===== src/hdl/http_message_framer_defines.svh =====
// ----------------------------------------------------------------------------
// HTTP message framer assertion macros
// Concurrent assertion wrappers; they are empty when SYNTH is defined.
// ----------------------------------------------------------------------------
`ifndef HTTP_MESSAGE_FRAMER_DEFINES_SVH
`define HTTP_MESSAGE_FRAMER_DEFINES_SVH

`ifndef SYNTH

// The consequent must hold in the same cycle as the antecedent.
`define HMF_ASSERT_SAME(label, ante, cons) \
	label: assert property (@(posedge clk) disable iff (!arst_n) (ante) |-> (cons)) \
		else $error("http_message_framer: same-cycle check failed");

// The consequent must hold in the cycle after the antecedent.
`define HMF_ASSERT_NEXT(label, ante, cons) \
	label: assert property (@(posedge clk) disable iff (!arst_n) (ante) |=> (cons)) \
		else $error("http_message_framer: next-cycle check failed");

`else

`define HMF_ASSERT_SAME(label, ante, cons)
`define HMF_ASSERT_NEXT(label, ante, cons)

`endif

`endif


===== src/hdl/hmf_pkg.sv =====
// ----------------------------------------------------------------------------
// HTTP message framer package
// Widths, character codes, parser state type and the keyword lookup.
// ----------------------------------------------------------------------------
package hmf_pkg;

	// Width of the internal byte counters and the length accumulator.
	localparam int CNT_W = 24;
	// Width of the length fields and of the size limit register.
	localparam int OUT_W = 24;
	localparam int MAX_W = 24;
	// Width used to compare a grown count against the size limit.
	localparam int CMP_W = (CNT_W + 1 > MAX_W) ? CNT_W + 1 : MAX_W;

	localparam logic [MAX_W-1:0] MAX_RESET = MAX_W'(1048576);

	localparam logic [7:0] CH_CR  = 8'h0D;
	localparam logic [7:0] CH_LF  = 8'h0A;
	localparam logic [7:0] CH_SP  = 8'h20;
	localparam logic [7:0] CH_TAB = 8'h09;
	localparam logic [7:0] CH_0   = 8'h30;
	localparam logic [7:0] CH_9   = 8'h39;
	localparam logic [7:0] CH_UA  = 8'h41;
	localparam logic [7:0] CH_UZ  = 8'h5A;
	localparam logic [7:0] CASE_BIT = 8'h20;

	localparam logic [3:0] KEY_LEN = 4'd15;

	// Progress through the CR LF CR LF header terminator.
	localparam logic [2:0] TP_NONE    = 3'd0;
	localparam logic [2:0] TP_CR      = 3'd1;
	localparam logic [2:0] TP_CRLF    = 3'd2;
	localparam logic [2:0] TP_CRLFCR  = 3'd3;

	localparam logic EV_FRAMED   = 1'b0;
	localparam logic EV_OVERFLOW = 1'b1;

	typedef enum logic [1:0] {
		PH_HEADER     = 2'd0,
		PH_VALUE      = 2'd1,
		PH_VALUE_DONE = 2'd2,
		PH_BODY       = 2'd3
	} hmf_phase_t;

	typedef struct packed {
		logic [2:0]       term_prog;
		logic [3:0]       key_prog;
		hmf_phase_t       phase;
		logic             len_seen;
		logic [CNT_W-1:0] len_acc;
		logic [CNT_W-1:0] hdr_cnt;
		logic [CNT_W-1:0] body_left;
		logic [CNT_W-1:0] msg_cnt;
	} hmf_state_t;

	typedef struct packed {
		logic             kind;
		logic [OUT_W-1:0] hdr_len;
		logic [OUT_W-1:0] body_len;
	} hmf_result_t;

	// Lower-case spelling of "content-length:".
	function automatic logic [7:0] key_char(input logic [3:0] idx);
		logic [7:0] c;
		unique case (idx)
			4'd0:  c = 8'h63;
			4'd1:  c = 8'h6F;
			4'd2:  c = 8'h6E;
			4'd3:  c = 8'h74;
			4'd4:  c = 8'h65;
			4'd5:  c = 8'h6E;
			4'd6:  c = 8'h74;
			4'd7:  c = 8'h2D;
			4'd8:  c = 8'h6C;
			4'd9:  c = 8'h65;
			4'd10: c = 8'h6E;
			4'd11: c = 8'h67;
			4'd12: c = 8'h74;
			4'd13: c = 8'h68;
			4'd14: c = 8'h3A;
			default: c = 8'h00;
		endcase
		return c;
	endfunction

endpackage


===== src/hdl/http_message_framer.sv =====
// The framer takes one byte of an HTTP stream per clock and, for each message,
// returns one transaction with the header length (through the final CR LF CR
// LF) and the Content-Length body length, or an overflow transaction with zero
// lengths when the message would exceed the size limit. It sustains one
// byte per cycle: the parser state register is updated once per byte by a
// single pass of next-state logic. The result for the byte that ends a
// message is registered and presented on the output, and it stays there
// until out_ready is high. While a result waits, the input register holds one
// more byte and then the input stalls. The size limit is written through
// cfg_wr_en and cfg_wr_data and should only change while the block is idle.
// ----------------------------------------------------------------------------
// HTTP message framer top level
// Input register, parser state, result register and size limit register.
// ----------------------------------------------------------------------------
`include "http_message_framer_defines.svh"

module http_message_framer import hmf_pkg::*; (
	input  logic             clk,
	input  logic             arst_n,
	input  logic             in_valid,
	output logic             in_ready,
	input  logic [7:0]       data_byte,
	output logic             out_valid,
	input  logic             out_ready,
	output logic             event_kind,
	output logic [OUT_W-1:0] header_length,
	output logic [OUT_W-1:0] body_length,
	input  logic             cfg_wr_en,
	input  logic [MAX_W-1:0] cfg_wr_data
);

	logic             valid_s1;
	logic [7:0]       byte_s1;
	hmf_state_t       state_q;
	hmf_state_t       state_nxt;
	logic [MAX_W-1:0] max_q;
	logic             fire;
	hmf_result_t      res;
	hmf_result_t      res_s2;
	logic             valid_s2;
	logic             advance;

	// A byte moves through the parser whenever the result register can take it.
	assign advance  = valid_s1 && (!valid_s2 || out_ready);
	assign in_ready = !valid_s1 || advance;

	hmf_step u_step (
		.cur     (state_q),
		.data    (byte_s1),
		.max_len (max_q),
		.nxt     (state_nxt),
		.fire    (fire),
		.res     (res)
	);

	always_ff @(posedge clk or negedge arst_n) begin
		if (!arst_n) begin
			valid_s1 <= 1'b0;
			valid_s2 <= 1'b0;
			state_q  <= '0;
			max_q    <= MAX_RESET;
		end else begin
			if (cfg_wr_en) begin
				max_q <= cfg_wr_data;
			end
			if (in_valid && in_ready) begin
				valid_s1 <= 1'b1;
			end else if (advance) begin
				valid_s1 <= 1'b0;
			end
			if (advance) begin
				state_q  <= state_nxt;
				valid_s2 <= fire;
			end else if (out_ready) begin
				valid_s2 <= 1'b0;
			end
		end
	end

	always_ff @(posedge clk) begin
		if (in_valid && in_ready) begin
			byte_s1 <= data_byte;
		end
		if (advance && fire) begin
			res_s2 <= res;
		end
	end

	assign out_valid     = valid_s2;
	assign event_kind    = res_s2.kind;
	assign header_length = res_s2.hdr_len;
	assign body_length   = res_s2.body_len;

	`HMF_ASSERT_SAME(a_overflow_zero_len, valid_s2 && res_s2.kind == EV_OVERFLOW, res_s2.hdr_len == '0 && res_s2.body_len == '0)
	`HMF_ASSERT_SAME(a_framed_has_term, valid_s2 && res_s2.kind == EV_FRAMED, res_s2.hdr_len >= OUT_W'(4))
	`HMF_ASSERT_SAME(a_body_left_nonzero, state_q.phase == PH_BODY, state_q.body_left != '0)
	`HMF_ASSERT_NEXT(a_stall_holds_byte, valid_s1 && valid_s2 && !out_ready, valid_s1 && $stable(byte_s1))

endmodule


===== src/hdl/hmf_step.sv =====
// ----------------------------------------------------------------------------
// HTTP message framer byte step
// Next parser state and optional result for one stream byte.
// ----------------------------------------------------------------------------
module hmf_step import hmf_pkg::*; (
	input  hmf_state_t       cur,
	input  logic [7:0]       data,
	input  logic [MAX_W-1:0] max_len,
	output hmf_state_t       nxt,
	output logic             fire,
	output hmf_result_t      res
);

	logic [CNT_W:0]   total;
	logic             too_long;
	logic [CNT_W-1:0] left_dec;
	logic [7:0]       lc;
	logic [3:0]       kp;
	logic [CNT_W+3:0] prod;
	logic             is_digit;
	logic             term_done;
	logic [CNT_W-1:0] acc_eff;

	assign total    = {1'b0, cur.msg_cnt} + (CNT_W+1)'(1);
	assign too_long = CMP_W'(total) > CMP_W'(max_len);
	assign left_dec = cur.body_left - CNT_W'(1);
	assign lc       = (data >= CH_UA && data <= CH_UZ) ? (data | CASE_BIT) : data;
	assign is_digit = data >= CH_0 && data <= CH_9;
	assign prod     = ({4'b0, cur.len_acc} << 3) + ({4'b0, cur.len_acc} << 1)
		+ (CNT_W+4)'(data[3:0]);

	always_comb begin
		if (cur.key_prog < KEY_LEN && lc == key_char(cur.key_prog)) begin
			kp = cur.key_prog + 4'd1;
		end else begin
			kp = (lc == key_char(4'd0)) ? 4'd1 : 4'd0;
		end
	end

	always_comb begin
		nxt       = cur;
		fire      = 1'b0;
		res       = '0;
		term_done = 1'b0;
		acc_eff   = '0;
		if (too_long) begin
			fire     = 1'b1;
			res.kind = EV_OVERFLOW;
			nxt      = '0;
		end else begin
			nxt.msg_cnt = total[CNT_W-1:0];
			if (cur.phase == PH_BODY) begin
				nxt.body_left = left_dec;
				if (left_dec == '0) begin
					fire         = 1'b1;
					res.kind     = EV_FRAMED;
					res.hdr_len  = OUT_W'(cur.hdr_cnt);
					res.body_len = OUT_W'(cur.len_acc);
					nxt          = '0;
				end
			end else begin
				nxt.hdr_cnt = cur.hdr_cnt + CNT_W'(1);

				if (cur.phase == PH_HEADER && !cur.len_seen) begin
					nxt.key_prog = kp;
					if (kp == KEY_LEN) begin
						nxt.len_seen = 1'b1;
						nxt.phase    = PH_VALUE;
					end
				end else if (cur.phase == PH_VALUE) begin
					if (is_digit) begin
						// Saturate once the value no longer fits the counter.
						nxt.len_acc = (prod[CNT_W+3:CNT_W] != 4'd0) ? '1 : prod[CNT_W-1:0];
					end else if (data != CH_SP && data != CH_TAB) begin
						nxt.phase = PH_VALUE_DONE;
					end
				end

				if (data == CH_CR) begin
					nxt.term_prog = (cur.term_prog == TP_CRLF) ? TP_CRLFCR : TP_CR;
				end else if (data == CH_LF) begin
					if (cur.term_prog == TP_CR) begin
						nxt.term_prog = TP_CRLF;
					end else if (cur.term_prog == TP_CRLFCR) begin
						term_done = 1'b1;
					end else begin
						nxt.term_prog = TP_NONE;
					end
				end else begin
					nxt.term_prog = TP_NONE;
				end

				if (term_done) begin
					nxt.term_prog = TP_NONE;
					acc_eff = nxt.len_seen ? nxt.len_acc : '0;
					if (acc_eff == '0) begin
						fire         = 1'b1;
						res.kind     = EV_FRAMED;
						res.hdr_len  = OUT_W'(nxt.hdr_cnt);
						res.body_len = '0;
						nxt          = '0;
					end else begin
						nxt.len_acc   = acc_eff;
						nxt.body_left = acc_eff;
						nxt.phase     = PH_BODY;
					end
				end
			end
		end
	end

endmodule

===== config.mk =====
export PLATFORM = sky130hd
export DESIGN_NAME = http_message_framer
export DESIGN_NICKNAME = d
export VERILOG_FILES = /design/src/hdl/hmf_pkg.sv /design/src/hdl/http_message_framer.sv /design/src/hdl/hmf_step.sv
export VERILOG_INCLUDE_DIRS = /design/src /design/src/hdl
export SDC_FILE = /design/constraint.sdc
export NUM_CORES = 1
export LEC_CHECK = 0
export ABC_CLOCK_PERIOD_IN_PS = 6700
export BUFFER_PORTS_ARGS = -buffer_cell sky130_fd_sc_hd__buf_2
export CORE_MARGIN = 8
export CORE_UTILIZATION = 30
export DETAILED_ROUTE_END_ITERATION = 10
export PLACE_DENSITY = 0.43
export SLEW_MARGIN = 20
export SYNTH_ARGS = -nofsm -noshare
export SYNTH_HDL_FRONTEND = slang
export SYNTH_SLANG_ARGS = --single-unit

===== constraint.sdc =====
create_clock -name clk -period 6.7 [get_ports clk]
set_input_delay 1.34 -clock clk [delete_from_list [all_inputs] [get_ports clk]]
set_output_delay 1.34 -clock clk [all_outputs]
set_load 0.05 [all_outputs]

==> summary by stage, run 1 <==
Place
The routability-driven placement congestion ratio is 0.871. The quantity of I/O buffers inserted on ports is 87. Detailed placement ended at an HPWL of 29,700 um. Timing analysis after detailed placement gives a worst setup slack of 0.718 ns.

Die
The die covers 49,100 um^2. Measured along the x axis, the die boundary spans 222 um. 88 I/O pins were placed. The total core area is 41,900 um^2.

The row count is 75. Measured along the y axis, the die boundary spans 222 um. For this configuration, the core starts out at a cell density of 30.3%.

Synthesis
Each instance of the synthesized netlist takes up on average 8.61 um^2. The share of the synthesized area in the top cell type is 25.6%. After synthesis, the cell types taking the most area are dfrtp_1, edfxtp_1, ha_1, nand2_1, o21ai_0. For this run, the leading register cell type out of synthesis is dfrtp_1. The number of warnings issued by yosys is 0. Of all flip-flops after synthesis, the portion carrying an async set or reset was 69.7%. In this run, synthesis inferred 57 flip-flops with an integrated enable.

The gate count of the mapped netlist is 1,474. The largest total area in the synthesized netlist belongs to dfrtp_1. The combined area of all synthesized cells is 12,700 um^2. The number of nets handed over by synthesis was 1,593.

The number of different library cells in the post-synthesis netlist is 78. Sequential elements use 39.3% of the synthesized area. The flip-flop and latch count after synthesis is 188.

Setup path
Walking the worst path, the cells encountered are and3_1 > nand3_1 > nor2_1 > and3_1 > and2_1 > and3_1 > and3_1 > xor2_1 > ha_1 > nand2_1 > or4_1 > nor3_1 > o21ai_0 > a31oi_1 > nor2b_1 > buf_4 > inv_2 > or3b_1 > a21oi_1 > o21a_1 > or3_1. At the worst endpoint, the required time is 7.04 ns. The start point of the critical path is state_q[2]$_DFFE_PN0P_.

STA classifies the critical path endpoint as a register. In this run the critical register-to-register path is launched from state_q[2]$_DFFE_PN0P_. The capturing point of the worst reg2reg path is state_q[32]$_DFFE_PN0P_. The number of cell instances on the worst register-to-register path is 21. The master of the slowest instance on the critical path is or3b_1. The worst setup path is launched from a register.

The worst setup path category is register to register. The data arrival time at the worst-slack endpoint is 6.36 ns. The cell that appears most often on the critical path is and3_1.

The setup slack of the worst register-to-register path is 0.68 ns. The delay contributed by the slowest stage of the critical path is 0.73 ns. The highest net fanout along the worst path is 28.

STA
The worst path setup slack after routing is 0.681 ns. The setup total negative slack is 0 ns. The number of max-slew violations in the final report was 0. Headroom to the max-slew limit came out at 26.3%. The final count of hold timing violations is 0.

Setup repair after global routing left no endpoint under its margin. For the pin with the worst max-slew slack, the measured transition is 1.10 ns. After layout, the minimum clock period comes to 6.02 ns. Timing would allow up to 166 MHz. The final period utilization is 89.8%. Setup violations remaining at the end of the flow were counted as 0. The worst-case clock skew is 0.0197 ns.

Route
The number of iterations in the first detailed-routing pass is 5. The average vias per placed instance is 5.43. After detailed routing, the number of remaining DRC violations is 0. The wire length after detailed routing is 40,600 um. The average wire per standard cell is 19.5 um. The count of nets left with antenna violations once routing finished came out at 0.

The total via count in the routed design is 11,300. After the first detailed-routing iteration, the DRC count stood at 919.

Clock network
The TritonCTS clock tree is built. The count of clock tree sinks is 188. The total setup buffers inserted after CTS is 0. After clock tree synthesis, the clock-pin slew on the worst setup and hold paths is 0.08 ns. The tree is rooted in a clkbuf_16. The level count of the clock H-tree is 4. The number of cells upsized or downsized after cts is 0. At the later pin of the worst-skew pair, clock insertion delay measures 0.47 ns. The maximum root-to-sink buffer count is 2.

The number of clock buffers added by TritonCTS is 17. The number of buffers inserted by hold repair at cts is 0.

Cells and area
Relative to the synthesized area, the layout overhead comes to 12.6%. For this run, the post-layout net count is 1,650. The number of antenna cells inserted is 0. The top cell types in the final layout, fill and taps aside, are nand2_1, o21ai_0, dfrtp_1, nor2_1, buf_2. Counting the fill cells in the layout gives 4,337.

The library cell used most frequently in the layout, excluding fill and tap cells, is nand2_1. The fraction of final layout cells with drive strength greater than 1 is 11.6%.

Power and ir drop
Power spread over the standard cell area amounts to 205 nW/um^2. The switching share of power is 33.7%. The design internal power is 1940 uW. The static leakage is 0.00609 uW.

The worst supply voltage drop on vdd is 0.181 mV. In this run, the combinational gates consume 20.0% of the power. The design draws 2920 uW.

The relative contribution of the clock network to total power is 34.4%. The portion of total power attributed to sequential cells is 45.6%. The power dissipated by switching net loads is 986 uW.

Global routing
Entering global routing, the biggest net connects 80 pins. The global-route wire length before repair is 65,100 um. The total overflow reported by the global router is 0. The total routing resource utilization after global routing is 16.5%. The number of antenna violations at the first check in global routing came to 0. The via count of the first global-routing pass is 11,200.

Min path
For hold timing, the worst endpoint is max_q[20]$_DFFE_PN1P_. In this run the most critical hold path is launched from max_q[20]$_DFFE_PN1P_. The kind of path behind the tightest hold check is register to register. The number of instances on the worst hold path is 2.

Run status
The flow ran to the end, and the final reports show no timing, DRC or antenna violations.

Job
Across the run, the number of max-cap violations was 0.
[power by group through the flow]
stage	registers [uW]	clock network, uW	logic, uW
after floorplan	1450	0	298
after global placement	1360	0	591
after detailed placement	1360	0	592
after CTS	1330	1040	594
after global routing	1350	1080	651
final	1330	1010	584
[registers in the layout, indices dropped and copies added, names as in the netlist]
name and cells:
state_q 105, header_length 24, byte_s1 8, out_valid 1, valid_s1 1, event_kind 1, max_q 24, body_length 24
[worst max-delay path: cells and delay by family (launching register included)]
family / cells / cell delay [ns]
adder cells (fa/ha/maj): 1 / 0.27
XOR/XNOR: 1 / 0.09
AO/OA/AOI/OAI: 4 / 0.81
AND/OR/NAND/NOR: 13 / 3.67
flip-flops: 1 / 0.43
buffers and inverters: 2 / 0.61
[synth_stat cells (all sizes together) (4+ instances only)]
cell type / count
a211oi: 7
xor2: 28
buf: 21
a32oi: 7
edfxtp: 57
nor4: 11
nor4b: 4
nand3b: 5
a22o: 6
a21o: 16
a31oi: 16
o31ai: 13
xnor2: 39
o22ai: 8
nand3: 59
ha: 80
nor3: 79
or4: 5
o211ai: 27
and4: 8
and3: 15
a22oi: 6
a21boi: 5
a221oi: 5
or3: 17
nor3b: 4
clkbuf: 56
o21a: 9
a21oi: 81
dfrtp: 130
nand2: 200
nor2b: 11
and2: 17
or2: 10
inv: 64
a221o: 23
o21ai: 138
nand2b: 24
nor2: 101
mux2i: 7
nand4: 13
[logic make-up after synthesis]
kind of cell             share of synthesized area (%)
AO/OA/AOI/OAI                                     20.1
XOR/XNOR                                          4.62
adder cells (fa/ha/maj)                           8.20
buffers and inverters                             4.50
flip-flops                                        39.3
multiplexers                                     0.730
AND/OR/NAND/NOR                                   22.5
[how the worst max path moves through the flow]
stage	end	slack, ns
finish	state_q[32]$_DFFE_PN0P_	0.68
global route	state_q[32]$_DFFE_PN0P_	0.16
CTS	state_q[32]$_DFFE_PN0P_	0.66
detailed placement	state_q[32]$_DFFE_PN0P_	0.72
global placement	state_q[32]$_DFFE_PN0P_	0.90
floorplan	body_length[0]$_SDFFCE_PN0P_	1.34
[metal layers]
metal / vias to the layer above / track usage, % / share of wire, %
li1: 5474 / - / -
met4: 0 / 6.22 / 2.7
met3: 53 / 2.24 / 3.8
met2: 281 / 26.3 / 46
met5: - / 0 / 0
met1: 5503 / 22.5 / 48
[area by class of cell]
type,count,area (um^2),share of cell area (%)
clock inverters,14,126,0.884
flip-flops and latches,188,4990,34.9
multi-input cells,1145,7150,50.0
inverters,64,240,1.68
repair buffers,115,677,4.74
clock buffers,18,429,3.00
well taps,539,674,4.72
[stage by stage]
stage / std cells / util [%] / instance area (um^2) / hold WS [ns]
global route: 2083 / 34.1 / 14300 / 0.531
finish: 2083 / 34.1 / 14300 / 0.523
floorplan: 1474 / - / 12700 / 0.467
detailed placement: 2051 / 32.8 / 13700 / 0.515
global placement: 2051 / 32.8 / 13700 / 0.507
CTS: 2083 / 34.1 / 14300 / 0.527
Note: power is estimated with default switching activity, not from simulation.
==> run 2, diff against run 1 <==
==> constraint.sdc (replaced) <==
create_clock -name clk -period 6.7 [get_ports clk]
set_input_delay 0 -clock clk [delete_from_list [all_inputs] [get_ports clk]]
set_output_delay 0 -clock clk [all_outputs]
set_load 0.05 [all_outputs]
==> summary by stage, run 2 (synthesis gave the netlist of run 1 again) <==
Run status
The run finished with clean final reports.

Setup path
The slowest stage of the critical path belongs to the cell or3b_1. The capturing element type of the critical path is a register. The setup slack of the worst register-to-register path is 0.71 ns (+0.03 ns).

The sum of buffers and inverters on the critical path came to 2 (unchanged). The required time of the critical path is 7.04 ns (about the same). The family of cells with the greatest summed delay on the critical path is simple AND/OR/NAND/NOR gates. Walking the worst path, the cells encountered are and3_1 > nand3_1 > nor2_1 > and3_1 > and2_1 > and3_1 > and3_1 > xor2_1 > ha_1 > nand2_1 > or4_1 > nor3_1 > o21ai_0 > a31oi_1 > nor2b_1 > buf_4 > inv_2 > or3b_1 > a21oi_1 > o21a_1 > or3_1. The highest net fanout along the worst path was 28 (unchanged). The delay contributed by the slowest stage of the critical path was 0.74 ns (about the same). The data arrival time at the worst-slack endpoint came to 6.33 ns (-0.03 ns). The worst setup path is launched from a register.

The cell that appears most often on the critical path is and3_1. The setup path with the least slack is of type register to register.

Clock network
The clock insertion delay at the later pin of the skew report is 0.46 ns (about the same). The count of clock tree sinks is 188 (unchanged). Clock tree synthesis selected as its root buffer the cell clkbuf_16. TritonCTS built the clock tree.

The number of buffers added by the clock tree synthesis step is 17 (unchanged). The clock transition at the registers of the reported paths is 0.08 ns (about the same). The level count of the clock H-tree is 4 (unchanged).

The total setup buffers inserted after CTS is 0 (unchanged). The maximum root-to-sink buffer count was 2 (unchanged).

Global routing
The via count of the first global-routing pass was 11,400 (+1.4%). The number of antenna violations at the first check in global routing is 0 (unchanged). The global-route wire length before repair is 65,700 um (+0.91%).

The total routing resource utilization after global routing was 16.6% (+0.13 points). The total overflow reported by the global router is 0 (unchanged). The maximum number of pins on one net before global-route repair is 80 (unchanged).

Cells and area
The number of nets in the finished design was 1,686 (+2.2%). The fraction of final layout cells with drive strength greater than 1 is 11.3% (-0.26 points). The most frequent standard cell in the layout excluding fill and tap cells is nand2_1. Relative to the synthesized area, the layout overhead comes to 15.4%.

In the layout the commonest cells are nand2_1, o21ai_0, dfrtp_1, nor2_1, buf_2. More flip-flops sit in one register than any other, and that register is state_q. The final cell count without fillers is 2,119 (+1.7%). The number of antenna cells inserted is 0 (unchanged). The number of flip-flops in the largest register came to 105 (unchanged).

STA
Setup repair after global routing left no endpoint under its margin. The number of max-slew violations in the final report came to 0 (unchanged). The achievable frequency is 167 MHz (+0.44%).

The worst slew margin relative to its limit came to 27.1% (+0.75 points). The final number of setup-violating endpoints came to 0 (unchanged). The tightest hold margin is 0.108 ns (-0.415 ns). The setup total negative slack is 0 ns (unchanged). The final period utilization is 89.4% (-0.40 points). The actual slew at the worst max-slew pin is 1.09 ns (-0.0111 ns).

The worst-case clock skew is 0.0188 ns (-0.000885 ns). The final critical delay including setup and external delays came to 5.99 ns (-0.0266 ns). The final count of hold timing violations was 0 (unchanged).

Die
The vertical die dimension is 222 um (unchanged). The horizontal die dimension is 222 um (unchanged). The row count is 75 (unchanged). The boundary pin count was 88 (unchanged). The total core area came to 41,900 um^2 (unchanged).

The area of the die is 49,100 um^2 (unchanged). The initial core utilization came to 30.3% (unchanged).

Place
The post-DP HPWL is 29,700 um (unchanged). The quantity of I/O buffers inserted on ports is 87 (unchanged). The routability-driven placement congestion ratio is 0.871 (unchanged). The cell total after placement is 2,051 (unchanged).

Min path
The kind of path behind the tightest hold check is primary input to register.

Power and ir drop
The total chip power came to 2940 uW (+0.54%). The worst supply voltage drop on vdd is 0.181 mV (-0.49%). The static leakage was 0.00624 uW (+2.5%). The power per standard cell area came to 201 nW/um^2 (-1.9%).

Route
The number of iterations in the first detailed-routing pass is 5 (unchanged). The residual DRC count is 0 (unchanged). The average wire per standard cell was 19.3 um (-0.86%). The total via count in the routed design is 11,400 (+0.88%). The number of nets still failing antenna checks after routing is 0 (unchanged).

The average vias per placed instance is 5.38 (-0.84%). The wire length after detailed routing was 41,000 um (+0.85%). The count of routing violations after the opening detailed-route iteration came to 949 (+3.3%).

Job
The number of maximum-capacitance violations is 0 (unchanged).
==> run 2: cell types whose count changed in the layout (fill, tap and decap cells not counted) <==
| cell | previous run | this run |
|---|---|---|
| dlygate4sd3_1 | 0 | 36 |
==> run 2: routing by layer <==
| metal | vias up | track usage, % | wire, um |
|---|---|---|---|
| met3 | 54 | 2.26 | 1460 |
| met4 | 0 | 6.22 | 1090 |
| met1 | 5558 | 22.6 | 19500 |
| met2 | 257 | 26.5 | 18900 |
| li1 | 5541 | - | - |
| met5 | - | 0 | 0 |
==> run 2: path summary, 6_finish.rpt <==
| kind | startpoint | endpoint | cells after the start |
|---|---|---|---|
| setup / recovery | state_q[2]$_DFFE_PN0P_ | state_q[32]$_DFFE_PN0P_ | 21 |
| hold / removal | cfg_wr_en | max_q[7]$_DFFE_PN0P_ | 3 |
| min in group asynchronous | arst_n | max_q[14]$_DFFE_PN0P_ | 2 |
| setup reg to reg | state_q[2]$_DFFE_PN0P_ | state_q[32]$_DFFE_PN0P_ | 21 |
| hold reg to reg | max_q[20]$_DFFE_PN1P_ | max_q[20]$_DFFE_PN1P_ | 2 |
| max in group asynchronous | arst_n | state_q[61]$_DFFE_PN0P_ | 3 |
==> run 2: power by group <==
group	switching, uW	internal [uW]
registers	65.1	1270
clock network	512	491
logic	410	192
total	988	1950
==> run 2: stage by stage <==
step                      util (%)  area, um^2  setup WS, ns
after global placement        32.8       13700         0.899
after global routing          35.0       14600         0.157
after detailed placement      32.8       13700         0.718
after floorplan                  -       12700          1.34
after CTS                     35.0       14600         0.663
final                         35.0       14600         0.708
==> run 2: final cells by class <==
| cell class | instances | area (um^2) |
|---|---|---|
| fill | 4313 | 27200 |
| multi-input combinational | 1145 | 7150 |
| sequential | 188 | 4990 |
| timing repair buffer | 151 | 1040 |
| tap | 539 | 674 |
| clock buffer | 18 | 429 |
| inverter | 64 | 240 |
| clock inverter | 14 | 126 |
==> run 2: what timing repair did <==
action                                  in CTS  in global routing
hold buffers                                36                  0
gates resized for setup                      0                  0
endpoints found under the setup margin       0                  0
endpoints found under the hold margin      111                  0
==> run 2: worst min-delay path, delay by kind of cell <==
family	cells	cell delay, ns
AOI/OAI and AO/OA	1	0.06
buffers and inverters	1	0.33
and+or+nand+nor	1	0.13
